`src/rtl/sdspi_pkg.sv`:
```
package sdspi_pkg;

  localparam int SectorBytes = 512;
  localparam int ResponsePolls = 10;
  localparam int Cmd0Tries = 10;
  localparam int DummyBytes = 10;

  // input operations
  localparam logic [2:0] OP_INIT = 3'd0;
  localparam logic [2:0] OP_READ = 3'd1;
  localparam logic [2:0] OP_WRITE = 3'd2;
  localparam logic [2:0] OP_SYNC = 3'd3;
  localparam logic [2:0] OP_CAP = 3'd4;
  localparam logic [2:0] OP_MISO = 3'd5;
  localparam logic [2:0] OP_WBYTE = 3'd6;
  localparam logic [2:0] OP_TICK = 3'd7;

  // result kinds
  localparam logic [1:0] K_MOSI = 2'd0;
  localparam logic [1:0] K_RDATA = 2'd1;
  localparam logic [1:0] K_NEED = 2'd2;
  localparam logic [1:0] K_DONE = 2'd3;

  // config register indexes
  localparam logic [2:0] R_SEL = 3'd0;
  localparam logic [2:0] R_BUSY = 3'd1;
  localparam logic [2:0] R_TOKEN = 3'd2;
  localparam logic [2:0] R_INIT = 3'd3;
  localparam logic [2:0] R_DELAY = 3'd4;

  typedef enum logic [18:0] {
    PH_IDLE = 19'd1 << 0, PH_DUMMY = 19'd1 << 1, PH_SEL_FIRST = 19'd1 << 2,
    PH_SEL_WAIT = 19'd1 << 3, PH_CMD_TX = 19'd1 << 4, PH_CMD_RESP = 19'd1 << 5,
    PH_R7 = 19'd1 << 6, PH_DESEL = 19'd1 << 7, PH_DELAY = 19'd1 << 8,
    PH_TOKEN = 19'd1 << 9, PH_RDATA = 19'd1 << 10, PH_RCRC = 19'd1 << 11,
    PH_WREADY = 19'd1 << 12, PH_WTOKEN = 19'd1 << 13, PH_WNEED = 19'd1 << 14,
    PH_WDATA = 19'd1 << 15, PH_WCRC = 19'd1 << 16, PH_WRESP = 19'd1 << 17,
    PH_WBUSY = 19'd1 << 18
  } phase_t;

  typedef enum logic [3:0] {
    ST_NONE, ST_CMD0, ST_CMD8, ST_APP_V2, ST_ACMD_V2, ST_CMD58, ST_APP_V1,
    ST_ACMD_V1, ST_CMD1, ST_CMD16, ST_READ, ST_WRITE, ST_SYNC, ST_CSD
  } step_t;

  typedef enum logic [2:0] {
    AF_DONE, AF_SELECT, AF_RETRY, AF_BLOCK, AF_INIT_OK, AF_CAPACITY
  } after_t;

  // classified item handed from front to back
  typedef struct packed {
    logic [2:0]  op;
    logic [31:0] sector;
    logic [15:0] count;
    logic [7:0]  data;
  } item_t;

  typedef struct packed {
    logic [1:0]  kind;
    logic [7:0]  byte_out;
    logic        cs_low;
    logic        fast_clock;
    logic [3:0]  status;
    logic [1:0]  card_type;
    logic [31:0] sector_count;
    logic        last;
  } result_t;

endpackage

```
`src/rtl/sdspi_if.sv`:
```
interface sdspi_in_if;
  logic valid;
  logic ready;
  logic [2:0] operation;
  logic [31:0] sector;
  logic [15:0] block_count;
  logic [7:0] byte_in;
  modport source (output valid, operation, sector, block_count, byte_in, input ready);
  modport sink (input valid, operation, sector, block_count, byte_in, output ready);
endinterface

interface sdspi_out_if;
  logic valid;
  logic ready;
  logic [1:0] kind;
  logic [7:0] byte_out;
  logic cs_low;
  logic fast_clock;
  logic [3:0] status;
  logic [1:0] card_type;
  logic [31:0] sector_count;
  logic last;
  modport source (output valid, kind, byte_out, cs_low, fast_clock, status, card_type,
                  sector_count, last, input ready);
  modport sink (input valid, kind, byte_out, cs_low, fast_clock, status, card_type,
                sector_count, last, output ready);
endinterface

```
`src/rtl/sd_card_spi_host_sequencer.sv`:
```
// Channel   Dir  Payload
// req_in    in   operation, sector, block_count, byte_in
// res_out   out  kind, byte_out, cs_low, fast_clock, status, card_type,
//                sector_count, last
// cfg       in   cfg_we, cfg_index, cfg_data (plain register write)
// The engine steps once per popped item, writing up to two results into a
// four-entry output fifo; a two-entry input queue decouples intake. A result is
// offered once it has passed the registered input queue and output fifo. One
// item per cycle is sustained while each item gives at most one result and the
// output does not stall; read-data bytes give two and run at the output rate of
// one result per cycle. Ready drops when the input queue fills behind a stalled
// or saturated output. Reset is synchronous on rst; the CSD store is not cleared.
module sd_card_spi_host_sequencer #(
  parameter int ResponsePolls = sdspi_pkg::ResponsePolls
) (
  input  logic clk,
  input  logic rst,
  sdspi_in_if.sink req_in,
  sdspi_out_if.source res_out,
  input  logic cfg_we,
  input  logic [2:0] cfg_index,
  input  logic [15:0] cfg_data
);
  logic q_valid, q_pop;
  sdspi_pkg::item_t q_item;

  sdspi_front u_front (
    .clk(clk), .rst(rst), .in_ch(req_in),
    .q_valid(q_valid), .q_item(q_item), .q_pop(q_pop)
  );

  sdspi_back #(.ResponsePolls(ResponsePolls)) u_back (
    .clk(clk), .rst(rst), .q_valid(q_valid), .q_item(q_item), .q_pop(q_pop),
    .cfg_we(cfg_we), .cfg_index(cfg_index), .cfg_data(cfg_data), .out_ch(res_out)
  );
endmodule

```
`src/rtl/sdspi_front.sv`:
```
// Accepts transactions, packs them and pushes into a two-entry queue.
module sdspi_front (
  input  logic clk,
  input  logic rst,
  sdspi_in_if.sink in_ch,
  output logic q_valid,
  output sdspi_pkg::item_t q_item,
  input  logic q_pop
);
  sdspi_pkg::item_t mem [2];
  logic [1:0] fill;
  logic wptr, rptr;
  logic push;

  assign in_ch.ready = (fill != 2'd2);
  assign push = in_ch.valid && in_ch.ready;
  assign q_valid = (fill != 2'd0);
  assign q_item = mem[rptr];

  always_ff @(posedge clk) begin
    if (push) begin
      mem[wptr] <= '{op: in_ch.operation, sector: in_ch.sector,
                     count: in_ch.block_count, data: in_ch.byte_in};
    end
  end

  always_ff @(posedge clk) begin
    if (rst) begin
      fill <= '0;
      wptr <= 1'b0;
      rptr <= 1'b0;
    end else begin
      if (push) wptr <= ~wptr;
      if (q_pop) rptr <= ~rptr;
      fill <= fill + {1'b0, push} - {1'b0, q_pop};
    end
  end

  assert property (@(posedge clk) disable iff (rst) q_pop |-> q_valid)
    else $error("pop from empty queue");
  assert property (@(posedge clk) disable iff (rst) fill <= 2'd2)
    else $error("queue fill overflow");
  assert property (@(posedge clk) disable iff (rst) (fill == 2'd2) |-> !in_ch.ready)
    else $error("ready while queue full");
endmodule

```
`src/rtl/sdspi_back.sv`:
```
// Executes one queued item per cycle while the output fifo has room; up to two results into a small output fifo.
module sdspi_back #(
  parameter int ResponsePolls = sdspi_pkg::ResponsePolls
) (
  input  logic clk,
  input  logic rst,
  input  logic q_valid,
  input  sdspi_pkg::item_t q_item,
  output logic q_pop,
  input  logic cfg_we,
  input  logic [2:0] cfg_index,
  input  logic [15:0] cfg_data,
  sdspi_out_if.source out_ch
);
  // configuration
  logic [15:0] sel_to, busy_to, tok_to, init_to;
  logic [7:0] delay_ms;

  always_ff @(posedge clk) begin
    if (rst) begin
      sel_to <= 16'd200; busy_to <= 16'd500; tok_to <= 16'd200;
      init_to <= 16'd2000; delay_ms <= 8'd2;
    end else if (cfg_we) begin
      case (cfg_index)
        sdspi_pkg::R_SEL:   sel_to <= cfg_data;
        sdspi_pkg::R_BUSY:  busy_to <= cfg_data;
        sdspi_pkg::R_TOKEN: tok_to <= cfg_data;
        sdspi_pkg::R_INIT:  init_to <= cfg_data;
        sdspi_pkg::R_DELAY: delay_ms <= cfg_data[7:0];
        default: ;
      endcase
    end
  end

  // engine state
  sdspi_pkg::phase_t phase, phase_next;
  sdspi_pkg::step_t step, step_next, nstep, nstep_next;
  sdspi_pkg::after_t aft, aft_next;
  logic [9:0] bcnt, bcnt_next;
  logic [3:0] att, att_next;
  logic [15:0] mst, mst_next, lpt, lpt_next;
  logic [47:0] frame, frame_next;
  logic [31:0] resp, resp_next;
  logic [1:0] ckind, ckind_next;
  logic cready, cready_next, cs, cs_next;
  logic [31:0] baddr, baddr_next;
  logic [15:0] bleft, bleft_next;
  logic [3:0] pst, pst_next;
  logic [7:0] csd [16];
  logic csd_we;
  logic [3:0] csd_wa;

  // results of this step
  logic [1:0] nres;
  sdspi_pkg::result_t r0, r1;

  // output fifo (4 entries)
  sdspi_pkg::result_t ob [4];
  logic [1:0] ow, orr;
  logic [2:0] ocnt;
  logic opop;

  assign q_pop = q_valid && (ocnt <= 3'd2);
  assign opop = out_ch.valid && out_ch.ready;
  assign out_ch.valid = (ocnt != 3'd0);
  assign out_ch.kind = ob[orr].kind;
  assign out_ch.byte_out = ob[orr].byte_out;
  assign out_ch.cs_low = ob[orr].cs_low;
  assign out_ch.fast_clock = ob[orr].fast_clock;
  assign out_ch.status = ob[orr].status;
  assign out_ch.card_type = ob[orr].card_type;
  assign out_ch.sector_count = ob[orr].sector_count;
  assign out_ch.last = ob[orr].last;

  // capacity decode from csd (registered input, shifts are narrow)
  logic [21:0] c2size;
  logic [11:0] c1size;
  logic [3:0] c1bl;
  logic [2:0] c1m;
  logic [5:0] c1sh;
  logic [63:0] c1prod;
  logic [32:0] cap_wide;
  logic [31:0] cap;
  always_comb begin
    c2size = {csd[7][5:0], csd[8], csd[9]};
    c1bl = csd[5][3:0];
    c1size = {csd[6][1:0], csd[7], csd[8][7:6]};
    c1m = {csd[9][1:0], csd[10][7]};
    c1sh = 6'(c1m) + 6'd2 + 6'(c1bl);
    c1prod = (64'(c1size) + 64'd1) << c1sh;
    if (csd[0][7:6] == 2'b01) cap_wide = (33'(c2size) + 33'd1) << 10;
    else cap_wide = (c1prod[63:9] > 55'hFFFFFFFF) ? 33'h0FFFFFFFF : c1prod[41:9];
    cap = cap_wide[32] ? 32'hFFFFFFFF : cap_wide[31:0];
  end

  // command frame builder
  function automatic logic [47:0] mk_frame(sdspi_pkg::step_t s, logic [31:0] a);
    logic [5:0] c;
    logic [31:0] g;
    logic [7:0] crc;
    c = 6'd0; g = 32'd0;
    case (s)
      sdspi_pkg::ST_CMD8: begin c = 6'd8; g = 32'h000001AA; end
      sdspi_pkg::ST_APP_V2, sdspi_pkg::ST_APP_V1: c = 6'd55;
      sdspi_pkg::ST_ACMD_V2: begin c = 6'd41; g = 32'h40000000; end
      sdspi_pkg::ST_CMD58: c = 6'd58;
      sdspi_pkg::ST_ACMD_V1: c = 6'd41;
      sdspi_pkg::ST_CMD1: c = 6'd1;
      sdspi_pkg::ST_CMD16: begin c = 6'd16; g = 32'(sdspi_pkg::SectorBytes); end
      sdspi_pkg::ST_READ: begin c = 6'd17; g = a; end
      sdspi_pkg::ST_WRITE: begin c = 6'd24; g = a; end
      sdspi_pkg::ST_CSD: c = 6'd9;
      default: c = 6'd0;
    endcase
    crc = (c == 6'd0) ? 8'h95 : (c == 6'd8) ? 8'h87 : 8'h01;
    return {2'b01, c, g, crc};
  endfunction

  always_comb begin
    logic [7:0] rx;
    logic [2:0] op;
    logic [7:0] sb [2];
    logic [1:0] sk [2];
    logic [3:0] ss [2];
    logic [31:0] sc [2];
    logic scs [2];
    logic done_f, in_time;
    sdspi_pkg::step_t st;
    sdspi_pkg::after_t d_act;
    logic [3:0] d_st;
    sdspi_pkg::step_t d_ns;
    logic do_desel, do_cmd, do_sel, do_delay, do_wait, do_resp, do_fin;
    sdspi_pkg::step_t sel_step;
    sdspi_pkg::phase_t wait_ph;
    logic [3:0] done_st;
    logic [31:0] done_sc;
    logic [7:0] rsp;

    phase_next = phase; step_next = step; nstep_next = nstep; aft_next = aft;
    bcnt_next = bcnt; att_next = att; mst_next = mst; lpt_next = lpt;
    frame_next = frame; resp_next = resp; ckind_next = ckind; cready_next = cready;
    cs_next = cs; baddr_next = baddr; bleft_next = bleft; pst_next = pst;
    csd_we = 1'b0; csd_wa = bcnt[3:0];
    nres = 2'd0;
    rx = q_item.data; op = q_item.op;
    for (int i = 0; i < 2; i++) begin
      sb[i] = 8'd0; sk[i] = sdspi_pkg::K_MOSI; ss[i] = 4'd0; sc[i] = 32'd0; scs[i] = 1'b0;
    end
    done_f = 1'b0; in_time = (lpt < init_to); st = step;
    d_act = sdspi_pkg::AF_DONE; d_st = 4'd0; d_ns = sdspi_pkg::ST_NONE;
    do_desel = 1'b0; do_cmd = 1'b0; do_sel = 1'b0; do_delay = 1'b0; do_wait = 1'b0;
    do_resp = 1'b0; do_fin = 1'b0;
    sel_step = sdspi_pkg::ST_NONE; wait_ph = sdspi_pkg::PH_IDLE;
    done_st = 4'd0; done_sc = 32'd0; rsp = 8'd0;

    if (q_pop) begin
      // stage A: primary dispatch
      if (op <= sdspi_pkg::OP_CAP) begin
        if (phase == sdspi_pkg::PH_IDLE) begin
          if (op == sdspi_pkg::OP_INIT) begin
            cready_next = 1'b0; ckind_next = 2'd0; cs_next = 1'b0; bcnt_next = '0;
            phase_next = sdspi_pkg::PH_DUMMY;
            sk[0] = sdspi_pkg::K_MOSI; sb[0] = 8'hFF; nres = 2'd1;
          end else if (!cready || ((op == sdspi_pkg::OP_READ || op == sdspi_pkg::OP_WRITE)
                                   && q_item.count == 16'd0)) begin
            done_f = 1'b1; done_st = 4'd1;
          end else if (op == sdspi_pkg::OP_READ || op == sdspi_pkg::OP_WRITE) begin
            baddr_next = (ckind == 2'd3) ? q_item.sector : {q_item.sector[22:0], 9'd0};
            bleft_next = q_item.count;
            do_sel = 1'b1;
            sel_step = (op == sdspi_pkg::OP_READ) ? sdspi_pkg::ST_READ : sdspi_pkg::ST_WRITE;
          end else begin
            do_sel = 1'b1;
            sel_step = (op == sdspi_pkg::OP_SYNC) ? sdspi_pkg::ST_SYNC : sdspi_pkg::ST_CSD;
          end
        end
      end else if (op == sdspi_pkg::OP_WBYTE) begin
        if (phase == sdspi_pkg::PH_WNEED) begin
          phase_next = sdspi_pkg::PH_WDATA; sb[0] = rx; nres = 2'd1;
        end
      end else if (op == sdspi_pkg::OP_TICK) begin
        if (phase != sdspi_pkg::PH_IDLE) begin
          if (mst != 16'hFFFF) mst_next = mst + 16'd1;
          if (lpt != 16'hFFFF) lpt_next = lpt + 16'd1;
          in_time = (lpt_next < init_to);
          if (phase == sdspi_pkg::PH_DELAY && mst_next >= 16'(delay_ms)) do_fin = 1'b1;
        end
      end else if (phase != sdspi_pkg::PH_IDLE && phase != sdspi_pkg::PH_DELAY &&
                   phase != sdspi_pkg::PH_WNEED) begin
        unique case (phase)
          sdspi_pkg::PH_DUMMY: begin
            bcnt_next = bcnt + 10'd1;
            if (bcnt_next < 10'(sdspi_pkg::DummyBytes)) begin sb[0] = 8'hFF; nres = 2'd1; end
            else begin att_next = '0; do_sel = 1'b1; sel_step = sdspi_pkg::ST_CMD0; end
          end
          sdspi_pkg::PH_SEL_FIRST: begin do_wait = 1'b1; wait_ph = sdspi_pkg::PH_SEL_WAIT; end
          sdspi_pkg::PH_SEL_WAIT: begin
            if (rx == 8'hFF) do_cmd = 1'b1;
            else if (mst < sel_to) begin sb[0] = 8'hFF; nres = 2'd1; end
            else if (step == sdspi_pkg::ST_CMD0) begin
              do_desel = 1'b1; d_act = sdspi_pkg::AF_RETRY;
            end else begin do_desel = 1'b1; d_st = 4'd2; end
          end
          sdspi_pkg::PH_CMD_TX: begin
            bcnt_next = bcnt + 10'd1;
            if (bcnt_next < 10'd6) begin
              sb[0] = frame[47:40]; nres = 2'd1; frame_next = {frame[39:0], 8'd0};
            end else begin
              bcnt_next = '0; phase_next = sdspi_pkg::PH_CMD_RESP; sb[0] = 8'hFF; nres = 2'd1;
            end
          end
          sdspi_pkg::PH_CMD_RESP: begin
            if (!rx[7]) begin do_resp = 1'b1; rsp = rx; end
            else begin
              bcnt_next = bcnt + 10'd1;
              if (bcnt_next >= 10'(ResponsePolls)) begin
                do_resp = 1'b1; rsp = 8'hFF;
              end else begin sb[0] = 8'hFF; nres = 2'd1; end
            end
          end
          sdspi_pkg::PH_R7: begin
            resp_next = {resp[23:0], rx};
            bcnt_next = bcnt + 10'd1;
            if (bcnt_next < 10'd4) begin sb[0] = 8'hFF; nres = 2'd1; end
            else if (step == sdspi_pkg::ST_CMD8) begin
              do_desel = 1'b1;
              if (resp_next[15:0] == 16'h01AA) begin
                d_act = sdspi_pkg::AF_SELECT; d_ns = sdspi_pkg::ST_APP_V2;
              end else d_st = 4'd4;
            end else begin
              ckind_next = resp_next[30] ? 2'd3 : 2'd2;
              do_desel = 1'b1; d_act = sdspi_pkg::AF_INIT_OK;
            end
          end
          sdspi_pkg::PH_DESEL: begin
            case (aft)
              sdspi_pkg::AF_SELECT: begin lpt_next = '0; do_sel = 1'b1; sel_step = nstep; end
              sdspi_pkg::AF_RETRY: begin
                phase_next = sdspi_pkg::PH_DELAY; mst_next = '0;
                if (delay_ms == 8'd0) do_fin = 1'b1;
              end
              sdspi_pkg::AF_BLOCK: begin
                baddr_next = baddr + ((ckind == 2'd3) ? 32'd1 : 32'(sdspi_pkg::SectorBytes));
                bleft_next = bleft - 16'd1;
                if (bleft_next != 16'd0) begin do_sel = 1'b1; sel_step = step; end
                else done_f = 1'b1;
              end
              sdspi_pkg::AF_INIT_OK: begin cready_next = 1'b1; done_f = 1'b1; end
              sdspi_pkg::AF_CAPACITY: begin
                done_f = 1'b1; done_sc = cap; done_st = (cap == 32'd0) ? 4'd12 : 4'd0;
              end
              default: begin done_f = 1'b1; done_st = pst; end
            endcase
          end
          sdspi_pkg::PH_TOKEN: begin
            if (rx == 8'hFE) begin
              bcnt_next = '0; phase_next = sdspi_pkg::PH_RDATA; sb[0] = 8'hFF; nres = 2'd1;
            end else if (mst < tok_to) begin sb[0] = 8'hFF; nres = 2'd1; end
            else begin do_desel = 1'b1; d_st = 4'd9; end
          end
          sdspi_pkg::PH_RDATA: begin
            bcnt_next = bcnt + 10'd1;
            if (step == sdspi_pkg::ST_CSD) begin
              csd_we = 1'b1; sb[0] = 8'hFF; nres = 2'd1;
            end else begin
              sk[0] = sdspi_pkg::K_RDATA; sb[0] = rx; sb[1] = 8'hFF; nres = 2'd2;
            end
            if (bcnt_next >= ((step == sdspi_pkg::ST_CSD) ? 10'd16 :
                              10'(sdspi_pkg::SectorBytes))) begin
              bcnt_next = '0; phase_next = sdspi_pkg::PH_RCRC;
            end
          end
          sdspi_pkg::PH_RCRC: begin
            bcnt_next = bcnt + 10'd1;
            if (bcnt_next < 10'd2) begin sb[0] = 8'hFF; nres = 2'd1; end
            else begin
              do_desel = 1'b1;
              d_act = (step == sdspi_pkg::ST_CSD) ? sdspi_pkg::AF_CAPACITY : sdspi_pkg::AF_BLOCK;
            end
          end
          sdspi_pkg::PH_WREADY: begin
            if (rx == 8'hFF) begin
              phase_next = sdspi_pkg::PH_WTOKEN; sb[0] = 8'hFE; nres = 2'd1;
            end else if (mst < busy_to) begin sb[0] = 8'hFF; nres = 2'd1; end
            else begin do_desel = 1'b1; d_st = 4'd11; end
          end
          sdspi_pkg::PH_WTOKEN: begin
            bcnt_next = '0; phase_next = sdspi_pkg::PH_WNEED;
            sk[0] = sdspi_pkg::K_NEED; nres = 2'd1;
          end
          sdspi_pkg::PH_WDATA: begin
            bcnt_next = bcnt + 10'd1;
            if (bcnt_next < 10'(sdspi_pkg::SectorBytes)) begin
              phase_next = sdspi_pkg::PH_WNEED; sk[0] = sdspi_pkg::K_NEED; nres = 2'd1;
            end else begin
              bcnt_next = '0; phase_next = sdspi_pkg::PH_WCRC; sb[0] = 8'hFF; nres = 2'd1;
            end
          end
          sdspi_pkg::PH_WCRC: begin
            bcnt_next = bcnt + 10'd1;
            if (bcnt_next >= 10'd2) phase_next = sdspi_pkg::PH_WRESP;
            sb[0] = 8'hFF; nres = 2'd1;
          end
          sdspi_pkg::PH_WRESP: begin
            if (rx[4:0] != 5'h05) begin do_desel = 1'b1; d_st = 4'd10; end
            else begin do_wait = 1'b1; wait_ph = sdspi_pkg::PH_WBUSY; end
          end
          sdspi_pkg::PH_WBUSY: begin
            if (rx == 8'hFF) begin
              do_desel = 1'b1;
              d_act = (step == sdspi_pkg::ST_SYNC) ? sdspi_pkg::AF_DONE : sdspi_pkg::AF_BLOCK;
            end else if (mst < busy_to) begin sb[0] = 8'hFF; nres = 2'd1; end
            else begin do_desel = 1'b1; d_st = 4'd11; end
          end
          default: ;
        endcase
      end

      // stage B: response decode
      if (do_resp) begin
        st = step;
        if ((st == sdspi_pkg::ST_APP_V2 || st == sdspi_pkg::ST_APP_V1) && rsp <= 8'd1) begin
          step_next = sdspi_pkg::step_t'(st + 4'd1); do_cmd = 1'b1;
        end else begin
          if (st == sdspi_pkg::ST_APP_V2 || st == sdspi_pkg::ST_APP_V1) begin
            st = sdspi_pkg::step_t'(st + 4'd1); step_next = st;
          end
          do_desel = 1'b1;
          case (st)
            sdspi_pkg::ST_CMD0: begin
              d_act = (rsp == 8'd1) ? sdspi_pkg::AF_SELECT : sdspi_pkg::AF_RETRY;
              d_ns = sdspi_pkg::ST_CMD8;
            end
            sdspi_pkg::ST_CMD8: begin
              if (rsp == 8'd1) begin
                do_desel = 1'b0; bcnt_next = '0; phase_next = sdspi_pkg::PH_R7;
                sb[0] = 8'hFF; nres = 2'd1;
              end else begin d_act = sdspi_pkg::AF_SELECT; d_ns = sdspi_pkg::ST_APP_V1; end
            end
            sdspi_pkg::ST_ACMD_V2: begin
              d_act = (rsp == 8'd0) ? sdspi_pkg::AF_SELECT : sdspi_pkg::AF_RETRY;
              d_ns = sdspi_pkg::ST_CMD58;
            end
            sdspi_pkg::ST_CMD58: begin
              if (rsp != 8'd0) d_st = 4'd6;
              else begin
                do_desel = 1'b0; bcnt_next = '0; phase_next = sdspi_pkg::PH_R7;
                sb[0] = 8'hFF; nres = 2'd1;
              end
            end
            sdspi_pkg::ST_ACMD_V1: begin
              resp_next = 32'(rsp);
              if (rsp == 8'd0) begin
                ckind_next = 2'd2; d_act = sdspi_pkg::AF_SELECT; d_ns = sdspi_pkg::ST_CMD16;
              end else d_act = sdspi_pkg::AF_RETRY;
            end
            sdspi_pkg::ST_CMD1: begin
              if (rsp == 8'd0) begin
                ckind_next = 2'd1; d_act = sdspi_pkg::AF_SELECT; d_ns = sdspi_pkg::ST_CMD16;
              end else d_act = sdspi_pkg::AF_RETRY;
            end
            sdspi_pkg::ST_CMD16: begin
              if (rsp == 8'd0) d_act = sdspi_pkg::AF_INIT_OK; else d_st = 4'd7;
            end
            sdspi_pkg::ST_READ, sdspi_pkg::ST_CSD: begin
              if (rsp != 8'd0) d_st = 4'd8;
              else begin do_desel = 1'b0; do_wait = 1'b1; wait_ph = sdspi_pkg::PH_TOKEN; end
            end
            sdspi_pkg::ST_WRITE: begin
              if (rsp != 8'd0) d_st = 4'd8;
              else begin do_desel = 1'b0; do_wait = 1'b1; wait_ph = sdspi_pkg::PH_WREADY; end
            end
            default: d_st = 4'd1;
          endcase
        end
      end

      // stage C: end of retry pause
      if (do_fin) begin
        case (step)
          sdspi_pkg::ST_CMD0: begin
            att_next = att + 4'd1;
            if (att_next < 4'(sdspi_pkg::Cmd0Tries)) begin
              do_sel = 1'b1; sel_step = sdspi_pkg::ST_CMD0;
            end else begin done_f = 1'b1; done_st = 4'd3; end
          end
          sdspi_pkg::ST_ACMD_V2: begin
            if (in_time) begin do_sel = 1'b1; sel_step = sdspi_pkg::ST_APP_V2; end
            else begin done_f = 1'b1; done_st = 4'd5; end
          end
          sdspi_pkg::ST_ACMD_V1: begin
            if (in_time) begin do_sel = 1'b1; sel_step = sdspi_pkg::ST_APP_V1; end
            else if (resp > 32'd1) begin
              lpt_next = '0; do_sel = 1'b1; sel_step = sdspi_pkg::ST_CMD1;
            end else begin done_f = 1'b1; done_st = 4'd5; end
          end
          sdspi_pkg::ST_CMD1: begin
            if (in_time) begin do_sel = 1'b1; sel_step = sdspi_pkg::ST_CMD1; end
            else begin done_f = 1'b1; done_st = 4'd5; end
          end
          default: begin done_f = 1'b1; done_st = 4'd5; end
        endcase
      end

      // stage D: common sequences
      if (do_sel) begin
        step_next = sel_step; cs_next = 1'b1; phase_next = sdspi_pkg::PH_SEL_FIRST;
        sb[0] = 8'hFF; nres = 2'd1;
      end
      if (do_cmd) begin
        if (step_next == sdspi_pkg::ST_SYNC) begin
          do_wait = 1'b1; wait_ph = sdspi_pkg::PH_WBUSY;
        end else begin
          frame_next = mk_frame(step_next, baddr);
          bcnt_next = '0; phase_next = sdspi_pkg::PH_CMD_TX;
          sb[0] = frame_next[47:40]; frame_next = {frame_next[39:0], 8'd0}; nres = 2'd1;
        end
      end
      if (do_wait) begin
        mst_next = '0; phase_next = wait_ph; sb[0] = 8'hFF; nres = 2'd1;
      end
      if (do_desel) begin
        aft_next = d_act; pst_next = d_st; nstep_next = d_ns; cs_next = 1'b0;
        phase_next = sdspi_pkg::PH_DESEL; sb[0] = 8'hFF; nres = 2'd1;
      end
      if (done_f) begin
        phase_next = sdspi_pkg::PH_IDLE; step_next = sdspi_pkg::ST_NONE;
        sk[0] = sdspi_pkg::K_DONE; sb[0] = 8'd0; ss[0] = done_st; sc[0] = done_sc;
        nres = 2'd1;
      end
    end

    // form results with the flags as they stand after the step
    for (int i = 0; i < 2; i++) scs[i] = cs_next;
    r0 = '{kind: sk[0], byte_out: sb[0], cs_low: scs[0], fast_clock: cready_next,
           status: ss[0], card_type: cready_next ? ckind_next : 2'd0,
           sector_count: sc[0], last: (nres == 2'd1)};
    r1 = '{kind: sk[1], byte_out: sb[1], cs_low: scs[1], fast_clock: cready_next,
           status: ss[1], card_type: cready_next ? ckind_next : 2'd0,
           sector_count: sc[1], last: 1'b1};
  end

  always_ff @(posedge clk) begin
    if (csd_we) csd[csd_wa] <= q_item.data;
    if (nres != 2'd0) ob[ow] <= r0;
    if (nres == 2'd2) ob[ow + 2'd1] <= r1;
  end

  always_ff @(posedge clk) begin
    if (rst) begin
      phase <= sdspi_pkg::PH_IDLE; step <= sdspi_pkg::ST_NONE; nstep <= sdspi_pkg::ST_NONE;
      aft <= sdspi_pkg::AF_DONE; bcnt <= '0; att <= '0; mst <= '0; lpt <= '0;
      frame <= '0; resp <= '0; ckind <= '0; cready <= 1'b0; cs <= 1'b0;
      baddr <= '0; bleft <= '0; pst <= '0;
      ow <= '0; orr <= '0; ocnt <= '0;
    end else begin
      phase <= phase_next; step <= step_next; nstep <= nstep_next; aft <= aft_next;
      bcnt <= bcnt_next; att <= att_next; mst <= mst_next; lpt <= lpt_next;
      frame <= frame_next; resp <= resp_next; ckind <= ckind_next;
      cready <= cready_next; cs <= cs_next; baddr <= baddr_next; bleft <= bleft_next;
      pst <= pst_next;
      ow <= ow + nres;
      if (opop) orr <= orr + 2'd1;
      ocnt <= ocnt + 3'(nres) - {2'b0, opop};
    end
  end

  assert property (@(posedge clk) disable iff (rst) ocnt <= 3'd4)
    else $error("result fifo overflow");
  assert property (@(posedge clk) disable iff (rst) (nres != 2'd0) |-> q_pop)
    else $error("result without item");
  assert property (@(posedge clk) disable iff (rst)
    (phase == sdspi_pkg::PH_IDLE) |-> (step == sdspi_pkg::ST_NONE))
    else $error("idle with active step");
  assert property (@(posedge clk) disable iff (rst) $onehot(phase))
    else $error("phase not one-hot");
endmodule
```
`src/flat_wrapper.sv`:
```
// flat-port wrapper written by rule: the top's interface ports become plain ports
module sd_card_spi_host_sequencer_flat 
#(
  parameter int ResponsePolls = sdspi_pkg::ResponsePolls
)
  (clk, rst, cfg_we, cfg_index, cfg_data, req_in_valid, req_in_operation, req_in_sector, req_in_block_count, req_in_byte_in, req_in_ready, res_out_valid, res_out_kind, res_out_byte_out, res_out_cs_low, res_out_fast_clock, res_out_status, res_out_card_type, res_out_sector_count, res_out_last, res_out_ready);
  sdspi_in_if req_in_i ();
  sdspi_out_if res_out_i ();
  input  logic clk;
  input  logic rst;
  input  logic cfg_we;
  input  logic [2:0] cfg_index;
  input  logic [15:0] cfg_data;
  input wire logic [$bits(req_in_i.valid)-1:0] req_in_valid;
  input wire logic [$bits(req_in_i.operation)-1:0] req_in_operation;
  input wire logic [$bits(req_in_i.sector)-1:0] req_in_sector;
  input wire logic [$bits(req_in_i.block_count)-1:0] req_in_block_count;
  input wire logic [$bits(req_in_i.byte_in)-1:0] req_in_byte_in;
  output wire logic [$bits(req_in_i.ready)-1:0] req_in_ready;
  output wire logic [$bits(res_out_i.valid)-1:0] res_out_valid;
  output wire logic [$bits(res_out_i.kind)-1:0] res_out_kind;
  output wire logic [$bits(res_out_i.byte_out)-1:0] res_out_byte_out;
  output wire logic [$bits(res_out_i.cs_low)-1:0] res_out_cs_low;
  output wire logic [$bits(res_out_i.fast_clock)-1:0] res_out_fast_clock;
  output wire logic [$bits(res_out_i.status)-1:0] res_out_status;
  output wire logic [$bits(res_out_i.card_type)-1:0] res_out_card_type;
  output wire logic [$bits(res_out_i.sector_count)-1:0] res_out_sector_count;
  output wire logic [$bits(res_out_i.last)-1:0] res_out_last;
  input wire logic [$bits(res_out_i.ready)-1:0] res_out_ready;
  assign req_in_i.valid = req_in_valid;
  assign req_in_i.operation = req_in_operation;
  assign req_in_i.sector = req_in_sector;
  assign req_in_i.block_count = req_in_block_count;
  assign req_in_i.byte_in = req_in_byte_in;
  assign req_in_ready = req_in_i.ready;
  assign res_out_valid = res_out_i.valid;
  assign res_out_kind = res_out_i.kind;
  assign res_out_byte_out = res_out_i.byte_out;
  assign res_out_cs_low = res_out_i.cs_low;
  assign res_out_fast_clock = res_out_i.fast_clock;
  assign res_out_status = res_out_i.status;
  assign res_out_card_type = res_out_i.card_type;
  assign res_out_sector_count = res_out_i.sector_count;
  assign res_out_last = res_out_i.last;
  assign res_out_i.ready = res_out_ready;
  sd_card_spi_host_sequencer #(.ResponsePolls(ResponsePolls)) u_core (.clk(clk), .rst(rst), .req_in(req_in_i), .res_out(res_out_i), .cfg_we(cfg_we), .cfg_index(cfg_index), .cfg_data(cfg_data));
endmodule
```
`config.mk`:
```
export PLATFORM = sky130hd
export DESIGN_NAME = sd_card_spi_host_sequencer_flat
export DESIGN_NICKNAME = d
export VERILOG_FILES = /design/src/rtl/sdspi_pkg.sv /design/src/rtl/sdspi_if.sv /design/src/rtl/sd_card_spi_host_sequencer.sv /design/src/rtl/sdspi_front.sv /design/src/rtl/sdspi_back.sv /design/src/flat_wrapper.sv
export SDC_FILE = /design/constraint.sdc
export NUM_CORES = 2
export LEC_CHECK = 0
export ABC_AREA = 1
export BUFFER_PORTS_ARGS = -buffer_cell sky130_fd_sc_hd__buf_2
export CORE_MARGIN = 5
export CORE_UTILIZATION = 48
export DETAILED_ROUTE_END_ITERATION = 8
export PLACE_DENSITY_LB_ADDON = 0.25
export SYNTH_ARGS = -nofsm -noshare
export SYNTH_HDL_FRONTEND = slang
export SYNTH_SLANG_ARGS = --single-unit
```
`constraint.sdc`:
```
create_clock -name clk -period 7.75 [get_ports clk]
set_input_delay 0.3875 -clock clk [delete_from_list [all_inputs] [get_ports clk]]
set_output_delay 0.3875 -clock clk [all_outputs]
set_load 0.01 [all_outputs]
```
Yosys cells after proc, flatten, opt, wreduce, memory -nomap -nowiden
Memories as Yosys holds them, arrays and structs flattened. A register that Yosys moved wholly into a read port is not among the register bits. Index checks and enable logic that the tools add are counted.

Input port bits: 83. Memories: 3. Bits in writable memories: 450. Output and inout port bits: 53. Bits in registers: 295.

Memory list: u_core.u_back.ob (words 4, width 51, rd ports 1, clocked after Yosys merged registers in 1, write ports 2, line sdspi_back.sv:58) `sdspi_pkg::result_t ob [4];`; u_core.u_back.csd (words 16, width 8, rd ports 7, clocked after Yosys merged registers in 0, write ports 1, line sdspi_back.sv:49) `logic [7:0] csd [16];`; u_core.u_front.mem (words 2, width 59, rd ports 1, clocked after Yosys merged registers in 1, write ports 1, line sdspi_front.sv:10) `sdspi_pkg::item_t mem [2];`.

Reductions and logical operators: 53. Equality and inequality tests: 89. Magnitude comparators: 20. Bitwise operators: 2. Add/sub/neg operators: 18. Shifts and indexed selects: 1. Mux-type cells: 500.

Operators with widths (count): $mux 32 (28); $mux 16 (44); $mux 19 (34); $mux 48 (8); $mux 8 (44); $mux 4 (62); $mux 10 (19); $pmux 19 s8 (1); $mux 1 (148); $pmux 32 s4 (1); $mux 2 (59); $pmux 19 s2 (3); $pmux 8 s12 (1); $lt 16x16->1 (5); $pmux 10 s7 (1); $mux 33 (2); $shl 13x5->64 (1); $eq 4x4->1 const B (14); $gt 55x32->1 const B (1); $pmux 6 s9 (1); $mux 3 (16); $pmux 4 s4 (3); $eq 4x3->1 const B (10); $add 16x1->16 const B (2); other kinds (99) (175).

Depth between registers and ports, before layout
Word-level depth: 31. Depth in mapped cells: 39. Depth with buffers taken out: 38.

By module
A second synthesis with hierarchy kept.

Cell total of the unflattened synthesis: 5079. Area total of the unflattened synthesis: 37006.7 um^2.

By module, submodules not included: sdspi_back (times used 1, cells each 4863, sequential area each 11421.0 um^2, area an instance 32478.6 um^2); sdspi_front (times used 1, cells each 216, sequential area each 3643.5 um^2, area an instance 4528.1 um^2).

Least setup slack after synthesis
OpenSTA, ideal clock, no wires.

Path kind: flip-flop to flip-flop. Start point: register u_core.u_back.lpt[0]. End point: memory u_core.u_back.ob[2][40] (netlist name) (data pin). Library setup time: 268 ps. Setup slack: 3430 ps. Stages on the path, launching flop included: 33. Arrival: 4052 ps. Buffers on the path: 1. Cell sequence: dfxtp_1 -> ha_1 -> inv_1 -> nor2_1 -> nand2_1 -> nor3_1 -> nand2_1 -> inv_1 -> nor2_1 -> nand3_1 -> nor2_1 -> xor2_1 -> inv_1 -> ha_1 -> nand2_1 -> inv_1 -> nand3_1 -> a31oi_1 -> nor3_1 -> nand2_1 -> nand2_2 -> inv_2 -> nand2_1 -> o22ai_1 -> o21ai_1 -> nand3b_1 -> o21ai_2 -> nand3_4 -> nand2_4 -> nand2_2 -> inv_2 -> buf_4 -> nor2_1.

RTL lines: start: declaration (line sdspi_back.sv:41) `logic [15:0] mst, mst_next, lpt, lpt_next;`; start signal: assignment (line sdspi_back.sv:458) `bcnt <= bcnt_next; att <= att_next; mst <= mst_next; lpt <= lpt_next;`; end: declaration (line sdspi_back.sv:58).

==> flow_metrics.py <==
metrics = {
    "outcome": {
        "outcome": "completed",
    },
    "die": {
        "die_w_um": 289,
        "initial_core_util": 0.483,
        "fp.dieH_um": 289,
        "io_pins": 136,
        "die_area_mm2": 0.0833,
        "coreArea_mm2": 0.0772,
        "num_rows": 102,
    },
    "grt": {
        "use_met3": 0.0436,
        "grt_pass1_vias": 33500,
        "grt-busiest-layer": "met2",
        "grt_start_max_net_pins": 108,
        "antenna_found_initial": 0,
        "use_met2": 0.443,
        "gr-usage-met1": 0.386,
        "track_usage": 0.279,
        "grt_pass1_wl_mm": 187,
        "grt-ovfl-total": 0,
    },
    "synthesis": {
        "ys_ff_latch": 653,
        "synthArstFlopShare": 0,
        "syn-num-nets": 5423,
        "ys_seq_area_frac": 0.404,
        "synth_area_leaders": "dfxtp_1, edfxtp_1, nand2_1",
        "yosys_warnings": 0,
        "yosysTopAreaCell": "dfxtp_1",
        "netlist_instances": 5222,
        "syn_area_mm2": 0.0373,
        "synth_area_per_cell_um2": 7.14,
        "synth_top_area_share": 0.244,
        "synth_edf_count": 199,
        "ys.flop_type": "dfxtp_1",
        "synth_cell_types": 66,
    },
    "pwr": {
        "ir_drop_mv": 0.273,
        "power_frac_comb": 0.366,
        "cellLeakagePower_nw": 18.2,
        "p_sw_mw": 5.30,
        "p_sw_frac": 0.410,
        "seqPwrFrac": 0.348,
        "p_per_area_mw_per_mm2": 309,
        "p_int_mw": 7.61,
        "p_clk_frac": 0.286,
    },
    "sta": {
        "hold_viol": 0,
        "finalCritPeriodShare": 0.777,
        "max_slew_margin": 0.151,
        "fin_setup_tns_ns": 0,
        "fin_crit_ns": 6.03,
        "drv_slew": 0,
        "fmax_mhz": 166,
        "finClkSkew_ns": 0.0560,
        "rsz0062_at_grt": "no",
        "finalSetupViolations": 0,
        "worst_pin_slew_ns": 1.27,
    },
    "routing": {
        "drt-total-wl_mm": 120,
        "avgViaCountPerCell": 5.66,
        "vias": 36200,
        "wire_per_inst_um": 18.8,
        "drtIter0Drc": 3611,
        "detail-route-antenna-nets": 0,
        "drtPass1Iterations": 8,
        "drc": 0,
    },
    "placed_design": {
        "post-dp-hpwl_mm": 84.1,
        "io_buffers": 135,
        "place.gp.congestion": 1.01,
    },
    "worst_hold_path": {
        "hold_path_class": "primary input to register",
    },
    "worst_setup_path": {
        "start_kind": "register",
        "required_ns": 8.19,
        "path_class": "register to register",
        "worstSetupEndpointType": "register",
        "crit_fanout": 34,
        "rrSetupSlack_ns": 1.72,
        "crit_arrival_ns": 6.46,
    },
    "cts": {
        "cts_made_buffers": 74,
        "htreeDepth": 3,
        "ctsHoldBuffers": 59,
        "insertion_delay_ns": 0.65,
        "cts_root_buffer": "clkbuf_16",
        "cts.sinks": 653,
        "cts_buffer_depth": 3,
        "cts.clk_slew.worst_paths_ns": 0.06,
        "post_cts_buffers": 0,
        "cts.repair.resized": 0,
        "cts_tree": "built",
    },
    "finish": {
        "drive_above_1_share": 0.0801,
        "multi_input_comb_area_mm2": 0.0193,
        "fin_nets": 5494,
        "fill_cells": 7512,
        "fin_util": 0.541,
        "register_area_mm2": 0.0151,
        "syn2layout_area_growth_pct": 12.1,
    },
    "run": {
        "cap_viol_max_count": 0,
    },
}
==> power by group through the flow <==
stage	Sequential (mW)	Combinational, mW	Clock, mW
4_1_cts	4.47	4.66	3.74
3_3_place_gp	4.53	4.55	0
3_5_place_dp	4.54	4.61	0
5_1_grt	4.54	5.20	3.90
2_1_floorplan	4.38	3.28	0
6_report	4.48	4.73	3.69
==> cells by family (layout without fill, tap and decap cells) <==
| logic type | Yosys count | in the layout | share of synthesized area |
|---|---|---|---|
| simple gates | 2383 | 2383 | 0.265 |
| compound gates | 1208 | 1208 | 0.183 |
| buf+inv | 748 | 879 | 0.0785 |
| flops | 653 | 653 | 0.404 |
| fa+ha+maj | 118 | 118 | 0.0400 |
| mux | 58 | 58 | 0.0166 |
| xor+xnor | 54 | 54 | 0.0127 |
| other cells | 0 | 1 | 0 |
==> flip-flops by register name, indices dropped and copies added, names as in the netlist, 8 cells and up, named ones only <==
register	count
u_core.u_back.baddr	32
u_core.u_back.bcnt	10
u_core.u_back.bleft	16
u_core.u_back.busy_to	16
u_core.u_back.csd	33
u_core.u_back.delay_ms	8
u_core.u_back.frame	48
u_core.u_back.init_to	16
u_core.u_back.lpt	16
u_core.u_back.mst	16
u_core.u_back.ob	204
u_core.u_back.phase	19
u_core.u_back.resp	32
u_core.u_back.sel_to	16
u_core.u_back.tok_to	16
u_core.u_front.mem	118
==> cells in the final DEF (no fill, tap or decap), types with 116 or more instances in the layout <==
cell type  synthesis  layout
nand2_1         1345    1344
nand3_1          242     242
a21oi_1          366     366
dfxtp_1          454     451
nor2_1           532     528
inv_1            478     477
buf_2             28     134
o21ai_0          496     496
edfxtp_1         199     199
ha_1             116     116
==> cells in the mapped netlist, types with 12 or more instances <==
master and n:
nand3_1 242, a21oi_1 366, edfxtp_1 199, o221ai_1 17
o22ai_1 72, nand2_1 1345, mux2i_1 28, clkbuf_1 177
nand2_2 20, nor4_1 32, xor2_1 44, a211oi_1 35
nor2_2 12, ha_1 116, mux2_2 30, a22oi_1 14
o21ai_0 496, buf_1 13, or2_2 21, inv_2 25
nor2_1 532, nor3_1 92, inv_1 478, buf_2 28
o211ai_1 92, nand4_1 60, dfxtp_1 454, a31oi_1 39
==> path summary, 6_finish.rpt <==
kind | startpoint | endpoint | cells past startpoint
setup / recovery | register | u_core.u_back.frame[3]$_SDFFE_PP0P_ | 22
hold reg to reg | u_core.u_back.frame[1]$_SDFFE_PP0P_ | u_core.u_back.frame[1]$_SDFFE_PP0P_ | 2
setup reg to reg | register | u_core.u_back.frame[3]$_SDFFE_PP0P_ | 22
hold / removal | cfg_data[9] | u_core.u_back.init_to[9]$_SDFFE_PP1P_ | 3
==> through the flow <==
stage	area [µm²]	instances	setup slack (ns)	hold slack (ns)	power, mW
global route	41800	6393	1.24	0.0621	13.6
finish	41800	6394	1.72	0.0405	12.9
detailed placement	38600	6198	1.89	0.427	9.15
global placement	38600	6198	1.99	0.423	9.08
floorplan	37300	5222	3.43	0.414	7.65
CTS	41800	6393	1.82	0.0177	12.9
==> critical path, cell delays in order, from the launching register on <==
cell and delay, ns:
dfxtp_2 0.40, inv_2 0.47, or2_1 0.19, o21ai_2 0.11, nor2_4 0.36, nand2_2 0.29
inv_2 0.30, nor3_4 0.10, nand2_2 0.28, inv_1 0.38, nand2_1 0.16, nand2_1 0.18
a21oi_4 0.34, nand3_1 0.26, nand2_1 0.33, nor2_2 0.09, nand2_1 0.09, nand2_1 0.05
buf_4 0.28, inv_2 0.46, nand2_1 0.26, nand2_1 0.32, nor3_1 0.07
==> cell type report <==
cell class	count	area share
repair buffers	230	0.0368
diodes	1	0.0000599
clock inverters	32	0.0118
inverters	513	0.0462
clock buffers	104	0.0500
multi-input cells	3821	0.463
well taps	1040	0.0311
flip-flops and latches	653	0.361
==> per-layer routing <==
| layer | vias up | part of all wire | wire, µm |
|---|---|---|---|
| met5 | - | 0 | 0 |
| met4 | 0 | 0.042 | 5020 |
| met3 | 270 | 0.075 | 9020 |
| met2 | 1371 | 0.44 | 53400 |
| met1 | 16800 | 0.44 | 53000 |
| li1 | 17700 | - | - |
No activity file was read; power rests on OpenSTA's default activity.
